==> config.mk <==
export PLATFORM = sky130hd
export DESIGN_NAME = compacting_key_set_unit
export DESIGN_NICKNAME = d
export VERILOG_FILES = /design/src/rtl/ckset_pkg.sv /design/src/rtl/compacting_key_set_unit.sv /design/src/rtl/ckset_cell.sv
export SDC_FILE = /design/constraint.sdc
export NUM_CORES = 1
export LEC_CHECK = 0
export ABC_AREA = 1
export BUFFER_PORTS_ARGS = -buffer_cell sky130_fd_sc_hd__buf_4
export CAP_MARGIN = 20
export CORE_MARGIN = 1.5
export CORE_UTILIZATION = 40
export CTS_CLUSTER_DIAMETER = 100
export DETAILED_ROUTE_END_ITERATION = 16
export GPL_TIMING_DRIVEN = 0
export PLACE_DENSITY = 0.55
export SKIP_LAST_GASP = 1
export SLEW_MARGIN = 5
export SYNTH_ARGS = -nofsm -noshare
export SYNTH_HDL_FRONTEND = slang
export SYNTH_HIERARCHICAL = 1
export SYNTH_SLANG_ARGS = --single-unit
==> constraint.sdc <==
create_clock -name clk -period 11.8 [get_ports clk]
set_input_delay 0 -clock clk [delete_from_list [all_inputs] [get_ports clk]]
set_output_delay 0 -clock clk [all_outputs]
set_load 0.1 [all_outputs]
==> src/rtl/ckset_pkg.sv <==
`timescale 1ns / 1ps
`default_nettype none
// ----------------------------------------------------------------------------
// ckset_pkg
// Shared types, codes and defaults for the compacting key set.
// ----------------------------------------------------------------------------
package ckset_pkg;

  localparam int CAPACITY_DEF  = 16;
  localparam int KEY_WIDTH_DEF = 32;

  localparam int OPCODE_W = 2;
  localparam int KEY_IN_W = 32;
  localparam int STATUS_W = 2;
  localparam int COUNT_W  = 5;

  localparam logic [OPCODE_W-1:0] OP_QUERY  = 2'd0;
  localparam logic [OPCODE_W-1:0] OP_INSERT = 2'd1;
  localparam logic [OPCODE_W-1:0] OP_DELETE = 2'd2;
  localparam logic [OPCODE_W-1:0] OP_CLEAR  = 2'd3;

  localparam logic [STATUS_W-1:0] ST_OK   = 2'd0;
  localparam logic [STATUS_W-1:0] ST_MISS = 2'd1;
  localparam logic [STATUS_W-1:0] ST_FULL = 2'd2;

  typedef struct packed {
    logic [OPCODE_W-1:0] opcode;
    logic [KEY_IN_W-1:0] key;
  } ckset_req_t;

  typedef struct packed {
    logic [STATUS_W-1:0] status;
    logic [COUNT_W-1:0]  count;
  } ckset_rsp_t;

  // broadcast to every cell for one request
  typedef struct packed {
    logic ins_en;
    logic del_en;
  } ckset_ctl_t;

endpackage : ckset_pkg
`default_nettype wire

==> src/rtl/compacting_key_set_unit.sv <==
`timescale 1ns / 1ps
`default_nettype none
// A word taken into the input holding register has its result registered
// in the result register when the result side is free.
// Throughput: one request per cycle if rsp_stall is low; every request settles
// in a single pass through the cell row (compare, hit chain, shift or append).
// Reset: count and both valid flags clear; stored keys are not cleared.
// ----------------------------------------------------------------------------
// compacting_key_set_unit
// Packed list of distinct nonzero keys built as a row of cells. Query,
// insert (append), delete (with compaction) and clear; one result per word.
// ----------------------------------------------------------------------------
module compacting_key_set_unit #(
  parameter int CAPACITY  = ckset_pkg::CAPACITY_DEF,
  parameter int KEY_WIDTH = ckset_pkg::KEY_WIDTH_DEF
) (
  input  wire                    clk,
  input  wire                    rst,
  input  wire                    req_valid,
  output logic                   req_stall,
  input  ckset_pkg::ckset_req_t  req,
  output logic                   rsp_valid,
  input  wire                    rsp_stall,
  output ckset_pkg::ckset_rsp_t  rsp
);
  import ckset_pkg::*;

  localparam int CNT_W = $clog2(CAPACITY + 1);

  // input holding register
  logic        hold_valid;
  ckset_req_t  hold;
  logic        advance;

  // key as seen by the cells (low KEY_WIDTH bits, or zero-extended)
  logic [KEY_WIDTH-1:0] k;

  // entry count
  logic [CNT_W-1:0] cnt;
  logic [CNT_W-1:0] cnt_next;

  // cell row
  logic [KEY_WIDTH-1:0] keys [CAPACITY];
  logic [CAPACITY:0]    seen;
  logic                 hit;
  logic                 key_zero;
  ckset_ctl_t           ctl;
  logic [STATUS_W-1:0]  status;
  logic [COUNT_W-1:0]   cnt_field;

  // a request executes when the result register is free or being drained
  assign advance   = hold_valid && (!rsp_valid || !rsp_stall);
  assign req_stall = hold_valid && !advance;

  always_ff @(posedge clk) begin
    if (rst) begin
      hold_valid <= 1'b0;
    end else if (!req_stall) begin
      hold_valid <= req_valid;
    end
  end

  always_ff @(posedge clk) begin
    if (req_valid && !req_stall) begin
      hold <= req;
    end
  end

  generate
    if (KEY_WIDTH <= KEY_IN_W) begin : g_key_narrow
      assign k = hold.key[KEY_WIDTH-1:0];
    end else begin : g_key_wide
      assign k = {{(KEY_WIDTH-KEY_IN_W){1'b0}}, hold.key};
    end
  endgenerate

  assign key_zero = (k == '0);

  // hit chain runs from slot 0 upward; its tail is "key held anywhere"
  assign seen[0] = 1'b0;
  assign hit     = seen[CAPACITY];

  genvar gi;
  generate
    for (gi = 0; gi < CAPACITY; gi++) begin : g_cell
      logic [KEY_WIDTH-1:0] nbr;
      if (gi < CAPACITY - 1) begin : g_mid
        assign nbr = keys[gi+1];
      end else begin : g_last
        // last slot falls out of the live range on delete
        assign nbr = keys[gi];
      end
      ckset_cell #(
        .KEY_WIDTH (KEY_WIDTH),
        .CNT_W     (CNT_W),
        .IDX       (gi)
      ) u_cell (
        .clk      (clk),
        .ctl      (ctl),
        .k        (k),
        .cnt      (cnt),
        .next_key (nbr),
        .seen_in  (seen[gi]),
        .seen_out (seen[gi+1]),
        .key_out  (keys[gi])
      );
    end
  endgenerate

  // request decode; zero key is rejected for all but clear,
  // duplicate wins over full on insert
  always_comb begin
    ctl      = '0;
    status   = ST_OK;
    cnt_next = cnt;
    case (hold.opcode)
      OP_QUERY: begin
        status = (key_zero || !hit) ? ST_MISS : ST_OK;
      end
      OP_INSERT: begin
        if (key_zero || hit) begin
          status = ST_MISS;
        end else if (cnt == CNT_W'(CAPACITY)) begin
          status = ST_FULL;
        end else begin
          ctl.ins_en = advance;
          cnt_next   = cnt + CNT_W'(1);
        end
      end
      OP_DELETE: begin
        if (key_zero || !hit) begin
          status = ST_MISS;
        end else begin
          ctl.del_en = advance;
          cnt_next   = cnt - CNT_W'(1);
        end
      end
      OP_CLEAR: begin
        cnt_next = '0;
      end
      default: begin
        status = ST_OK;
      end
    endcase
  end

  always_ff @(posedge clk) begin
    if (rst) begin
      cnt <= '0;
    end else if (advance) begin
      cnt <= cnt_next;
    end
  end

  // count field is the updated count, cut to its low bits or zero-extended
  generate
    if (CNT_W >= COUNT_W) begin : g_cnt_trunc
      assign cnt_field = cnt_next[COUNT_W-1:0];
    end else begin : g_cnt_ext
      assign cnt_field = {{(COUNT_W-CNT_W){1'b0}}, cnt_next};
    end
  endgenerate

  // result register
  always_ff @(posedge clk) begin
    if (rst) begin
      rsp_valid <= 1'b0;
    end else if (advance) begin
      rsp_valid <= 1'b1;
    end else if (!rsp_stall) begin
      rsp_valid <= 1'b0;
    end
  end

  always_ff @(posedge clk) begin
    if (advance) begin
      rsp.status <= status;
      rsp.count  <= cnt_field;
    end
  end

endmodule : compacting_key_set_unit
`default_nettype wire

==> src/rtl/ckset_cell.sv <==
`timescale 1ns / 1ps
`default_nettype none
// ----------------------------------------------------------------------------
// ckset_cell
// One slot of the key list: compare, append at tail, shift from the neighbor.
// ----------------------------------------------------------------------------
module ckset_cell #(
  parameter int KEY_WIDTH = ckset_pkg::KEY_WIDTH_DEF,
  parameter int CNT_W     = 5,
  parameter int IDX       = 0
) (
  input  wire                    clk,
  input  ckset_pkg::ckset_ctl_t  ctl,
  input  wire  [KEY_WIDTH-1:0]   k,
  input  wire  [CNT_W-1:0]       cnt,
  input  wire  [KEY_WIDTH-1:0]   next_key,
  input  wire                    seen_in,
  output logic                   seen_out,
  output logic [KEY_WIDTH-1:0]   key_out
);
  import ckset_pkg::*;

  logic [KEY_WIDTH-1:0] key;
  logic                 live;
  logic                 tail;
  logic                 match;

  assign live     = CNT_W'(IDX) < cnt;
  assign tail     = CNT_W'(IDX) == cnt;
  assign match    = live && (key == k);
  assign seen_out = seen_in | match;
  assign key_out  = key;

  // at or past the deleted slot: take the neighbor's key
  always_ff @(posedge clk) begin
    if (ctl.del_en && seen_out) begin
      key <= next_key;
    end else if (ctl.ins_en && tail) begin
      key <= k;
    end
  end

endmodule : ckset_cell
`default_nettype wire
==> impl_metrics.yaml, run 1 <==
outcome:
  status: "finished, final reports clean"
worst_hold_path:
  min_path_cells: 2
  hp-class: "input pin to register"
  whs_endpoint: "k[1]$_DFFE_PP_"
  hold_start: "req[1]"
cells_and_area:
  layout-drive-gt1-share_pct: 9.01
  final_cell_mix: "nand2_1, nand3_1, edfxtp_1, inv_1, nor2_1"
  final_area_um2: 41000
  antenna_cells: 0
  fill_cells: 8074
  final_cells: 5717
  final_util_pct: 48.7
  syn2layout_area_growth_pct: 20.0
  nNetsFinal: 4569
  final_common_cell: "nand2_1"
logic_synthesis:
  postSynthAreaPerCell_um2: 7.98
  yosysWarnings: 6
  ys_types: 39
  synth.cell_area_um2: 34200
  synth_top_area_share_pct: 48.6
  ys_seq_area_share_pct: 49.0
  synth-seq-cells: 560
  synth_top_area_cell: "edfxtp_1"
  synth_nets: 4319
  synth_area_leaders: "edfxtp_1, nand2_1, nand3_1"
  synthCells: 4279
sta:
  layout_setup_ws_ns: 1.00
  setup_viol: 0
  slew_headroom_pct: 25.5
  hold_viol_final: 0
  rsz0062_at_grt: "false"
  fin_crit_ns: 10.80
  slew_violations: 0
  tightest_slew_ns: 1.12
  tns_ns: 0
  finClkSkew_ns: 0.0321
  max_freq_ghz: 0.0926
  finalCritPeriodShare_pct: 91.5
  fin_hold_ws_ns: 0.0877
drt:
  via_per_inst: 4.89
  drcViolationCount: 0
  wire_per_inst_um: 16.8
  routed_wirelength_mm: 95.9
  ant_nets: 0
  num_vias: 28000
  drt_first_pass_iters: 5
  first_iter_violations: 2122
clock_tree:
  cts-resized-gates: 0
  cts_hold_buf: 40
  numCtsBuffers: 70
  cts_buffer_depth: 3
  cts_tree: "built"
  clk_pin_slew_worst_paths_ns: 0.06
  cts_root_buf: "clkbuf_16"
  h-tree-depth: 3
  cts_sinks: 560
  cts_setup_buffers: 0
  clk_latency_ns: 0.62
critical_path:
  rrSetupSlack_ns: 1.00
  cp_max_fo: 22
  crit_arrival_ns: 11.11
  reg2reg_from: "k[4]$_DFFE_PP_"
  required_ns: 12.11
  slowest_stage: "edfxtp_1"
  r2r_cells: 62
  start_kind: "register"
  cp-end-kind: "register"
  crit_type: "register to register"
  max_stage_delay_ns: 0.99
  reg2reg_to: "g_cell[11].u_cell/key_out[7]$_DFFE_PP_"
placed_design:
  numPortBuffers: 46
  dp_slack_ns: 1.04
  placed_cells: 5550
  post_dp_cell_area_um2: 38400
  gp_congestion: 0.828
  hpwlAfterDp_mm: 73.1
floorplan:
  core-area_um2: 84100
  fp.dieW_um: 295
  num_rows: 106
  fp.dieArea_um2: 87100
  pin_count: 47
  start_util_pct: 40.6
  die_h_um: 295
grt:
  grt_max_degree: 35
  grt_pass1_vias: 27200
  overflow: 0
  grt_pass1_wl_mm: 151
  grt_use_total_pct: 22.2
  antenna_found_initial: 1
power:
  irDropWorstVdd_mv: 0.0962
  finalPower_mw: 4.91
  power_density_nw_per_um2: 120
  p_leak_nw: 18.3
job:
  cap_viol_max_count: 0
==> metal layers <==
layer  vias up  global-route usage (%)  wire length, µm
met2       577                    38.6            46700
li1      14200                       -                -
met1     13100                    29.3            42900
met4         0                    5.38             1930
met5         -                       0                0
met3       133                    2.86             4340
==> synthesized netlist by cell type <==
library cell	number
nand2_1	1723
nand3_1	596
edfxtp_1	553
inv_1	455
nor2_1	287
xnor2_1	241
clkbuf_1	56
nand4_1	54
buf_6	49
xor2_1	49
buf_4	47
nand2_4	31
o21ai_0	30
or2_1	14
or2_2	11
nand2_2	10
a21oi_1	8
buf_2	8
nor3_1	8
or2_0	8
dfxtp_1	7
nand3_2	5
o22ai_1	5
nor2_2	3
and2_1	2
clkinv_1	2
ha_1	2
inv_2	2
nand3b_1	2
o21bai_1	2
bufbuf_16	1
clkbuf_4	1
conb_1	1
nor3_2	1
nor3b_1	1
nor3b_2	1
o21ai_4	1
o31ai_1	1
or3b_2	1
==> registers in the layout, indices dropped and copies added, names as in the netlist <==
register and count:
cnt 5, k 32, rsp_valid 1, g_cell.u_cell/key_out 512
rsp 7, hold 2, hold_valid 1
==> area by class of cell <==
| type | instances | area, µm² | area share, % |
|---|---|---|---|
| flip-flops and latches | 560 | 16700 | 40.9 |
| multi-input cells | 3098 | 14600 | 35.6 |
| repair buffers | 178 | 3110 | 7.60 |
| clock buffers | 86 | 1830 | 4.47 |
| inverters | 459 | 1720 | 4.20 |
| well taps | 1134 | 1420 | 3.46 |
| plain buffers | 162 | 1190 | 2.92 |
| clock inverters | 40 | 349 | 0.852 |
==> logic make-up after synthesis <==
| family | Yosys count | synth area share, % |
|---|---|---|
| simple gates | 2758 | 34.1 |
| compound gates | 47 | 0.762 |
| fa+ha+maj | 2 | 0.0733 |
| buf+inv | 621 | 8.54 |
| xor+xnor | 290 | 7.44 |
| other cells | 1 | 0.0110 |
| flops | 560 | 49.0 |
==> report_power, final <==
part	switching [mW]	internal, mW
sequential	0.0524	2.22
combinational	0.330	0.238
clock	0.869	1.20
total	1.25	3.66
==> critical path: cells and delay by family (launching register included) <==
family	cells	cell delay (ns)
xor+xnor	1	0.08
flops	1	0.99
buf+inv	35	5.47
compound gates	1	0.15
simple gates	25	3.74
==> worst max-delay path by stage <==
stage                          startpoint                                endpoint  slack [ns]
after CTS                  k[9]$_DFFE_PP_  g_cell[11].u_cell/key_out[7]$_DFFE_PP_        0.99
final                      k[4]$_DFFE_PP_  g_cell[11].u_cell/key_out[7]$_DFFE_PP_        1.00
after global placement     k[7]$_DFFE_PP_  g_cell[15].u_cell/key_out[2]$_DFFE_PP_       -4.11
after global routing       k[9]$_DFFE_PP_  g_cell[11].u_cell/key_out[7]$_DFFE_PP_        0.31
after detailed placement   k[9]$_DFFE_PP_  g_cell[11].u_cell/key_out[5]$_DFFE_PP_        1.04
after floorplan           k[29]$_DFFE_PP_  g_cell[13].u_cell/key_out[0]$_DFFE_PP_        0.78
Note: power is estimated with default switching activity, not from simulation.
==> inputs of run 2 (changes only) <==
Settings changed: CELL_PAD_IN_SITES_DETAIL_PLACEMENT set to 1, CELL_PAD_IN_SITES_GLOBAL_PLACEMENT set to 1, PLACE_DENSITY 0.55 to 0.69.
==> impl_metrics.yaml, run 2 (synthesis results as in run 1) <==
critical_path:
  required_ns: 12.12
  r2r_cells: 62
  slowest_stage: "edfxtp_1"
  crit_type: "register to register"
  reg2reg_from: "k[23]$_DFFE_PP_"
  cp_max_fo: 22
  cp-end-kind: "register"
  max_stage_delay_ns: 0.93
  reg2reg_to: "g_cell[11].u_cell/key_out[2]$_DFFE_PP_"
  crit_top_cell: "buf_4"
  start_kind: "register"
  rrSetupSlack_ns: 0.62
  crit_arrival_ns: 11.50
grt:
  grt_pass1_wl_mm: 177
  grt_max_degree: 33
  grt_use_total_pct: 26.4
  overflow: 0
  grt_pass1_vias: 31100
  antenna_found_initial: 1
power:
  irDropWorstVdd_mv: 0.0958
  finalPower_mw: 4.98
  power_density_nw_per_um2: 121
  p_leak_nw: 18.4
drt:
  ant_nets: 0
  via_per_inst: 5.18
  first_iter_violations: 2003
  drt_first_pass_iters: 5
  routed_wirelength_mm: 114
  wire_per_inst_um: 20.0
  num_vias: 29600
  drcViolationCount: 0
sta:
  tightest_slew_ns: 1.01
  layout_setup_ws_ns: 0.617
  hold_viol_final: 0
  rsz0062_at_grt: "false"
  setup_viol: 0
  finalCritPeriodShare_pct: 94.8
  slew_violations: 0
  max_freq_ghz: 0.0894
  fin_crit_ns: 11.18
  slew_headroom_pct: 32.4
  finClkSkew_ns: 0.0399
clock_tree:
  clk_pin_slew_worst_paths_ns: 0.07
  numCtsBuffers: 69
  h-tree-depth: 3
  cts_tree: "built"
  cts_root_buf: "clkbuf_16"
  cts_sinks: 560
  clk_latency_ns: 0.64
  cts_buffer_depth: 3
cells_and_area:
  syn2layout_area_growth_pct: 20.6
  antenna_cells: 0
  final_cell_mix: "nand2_1, nand3_1, edfxtp_1, inv_1, nor2_1"
  final_cells: 5723
  largest_reg_flops: 512
  final_common_cell: "nand2_1"
  layout-drive-gt1-share_pct: 9.39
  nNetsFinal: 4582
  fill_cells: 10000
floorplan:
  num_rows: 106
  core-area_um2: 84100
  die_h_um: 295
  fp.dieArea_um2: 87100
  fp.dieW_um: 295
  pin_count: 47
  start_util_pct: 40.6
placed_design:
  numPortBuffers: 46
  hpwlAfterDp_mm: 86.0
  gp_congestion: 0.783
  dp_slack_ns: 0.812
  placed_cells: 5562
job:
  cap_viol_max_count: 0
worst_hold_path:
  hp-class: "input pin to register"
  min_path_cells: 2
  hold_start: "req[4]"
  whs_endpoint: "k[4]$_DFFE_PP_"
outcome:
  status: "finished, final reports clean"
-- run 2: changes by cell type in the layout (fill, tap and decap cells not counted), sizes merged --
cell / before / now
clkbuf: 143 / 140
bufinv: 4 / 5
clkinvlp: 2 / 3
inv: 461 / 462
clkinv: 32 / 24
buf: 242 / 256
-- run 2: stage by stage --
step	TNS [ns]	hold slack, ns	utilization, %	area [µm²]
finish	0	0.0939	49.0	41200
global route	0	0.0759	49.0	41200
CTS	0	0.0622	48.9	41100
detailed placement	0	0.179	45.9	38600
global placement	-2808.84	0.179	42.7	35900
floorplan	0	0.0691	-	34200
-- run 2: metal layers --
layer | track usage [%] | up-vias | part of all wire [%]
met5 | 0 | - | 0
met3 | 2.83 | 209 | 4.1
met1 | 33.2 | 14600 | 43
li1 | - | 14200 | -
met4 | 8.41 | 0 | 2.8
met2 | 47.1 | 628 | 51
-- run 2: layout make-up --
cell class / count / area, µm² / share of cell area (%)
Sequential cell: 560 / 16700 / 40.7
Clock inverter: 35 / 358 / 0.869
Buffer: 162 / 1190 / 2.90
Multi-Input combinational cell: 3098 / 14600 / 35.5
Tap cell: 1134 / 1420 / 3.45
Timing Repair Buffer: 192 / 3340 / 8.11
Inverter: 459 / 1720 / 4.18
Clock buffer: 83 / 1800 / 4.37
-- run 2: critical path, delay by kind of cell, from the launching register on --
family / cells / cell delay, ns
and+or+nand+nor: 25 / 3.91
DFF: 1 / 0.93
buffers and inverters: 36 / 5.69
xor gates and xnor gates: 1 / 0.22
-- run 2: worst max path at each step --
| stage | slack (ns) | from | cells past startpoint | end |
|---|---|---|---|---|
| detailed placement | 0.81 | k[16]$_DFFE_PP_ | 63 | g_cell[11].u_cell/key_out[4]$_DFFE_PP_ |
| global route | 0.02 | k[30]$_DFFE_PP_ | 62 | g_cell[11].u_cell/key_out[2]$_DFFE_PP_ |
| global placement | -4.29 | k[8]$_DFFE_PP_ | 59 | g_cell[15].u_cell/key_out[5]$_DFFE_PP_ |
| floorplan | 0.78 | k[29]$_DFFE_PP_ | 61 | g_cell[13].u_cell/key_out[0]$_DFFE_PP_ |
| finish | 0.62 | k[23]$_DFFE_PP_ | 62 | g_cell[11].u_cell/key_out[2]$_DFFE_PP_ |
| CTS | 0.76 | k[16]$_DFFE_PP_ | 63 | g_cell[11].u_cell/key_out[4]$_DFFE_PP_ |
-- run 2: power by group --
group	total, mW	internal (mW)	switching [mW]	leakage [nW]
combinational	0.613	0.246	0.367	12.3
clock	2.09	1.20	0.891	1.05
sequential	2.27	2.22	0.0498	5.07
-- run 2: what timing repair did --
action | CTS | global route
setup buffers | 0 | 2
gates resized for setup | 0 | 0
setup endpoints to repair | 0 | 22
hold buffers | 39 | 1
endpoints found under the hold margin | 41 | 2
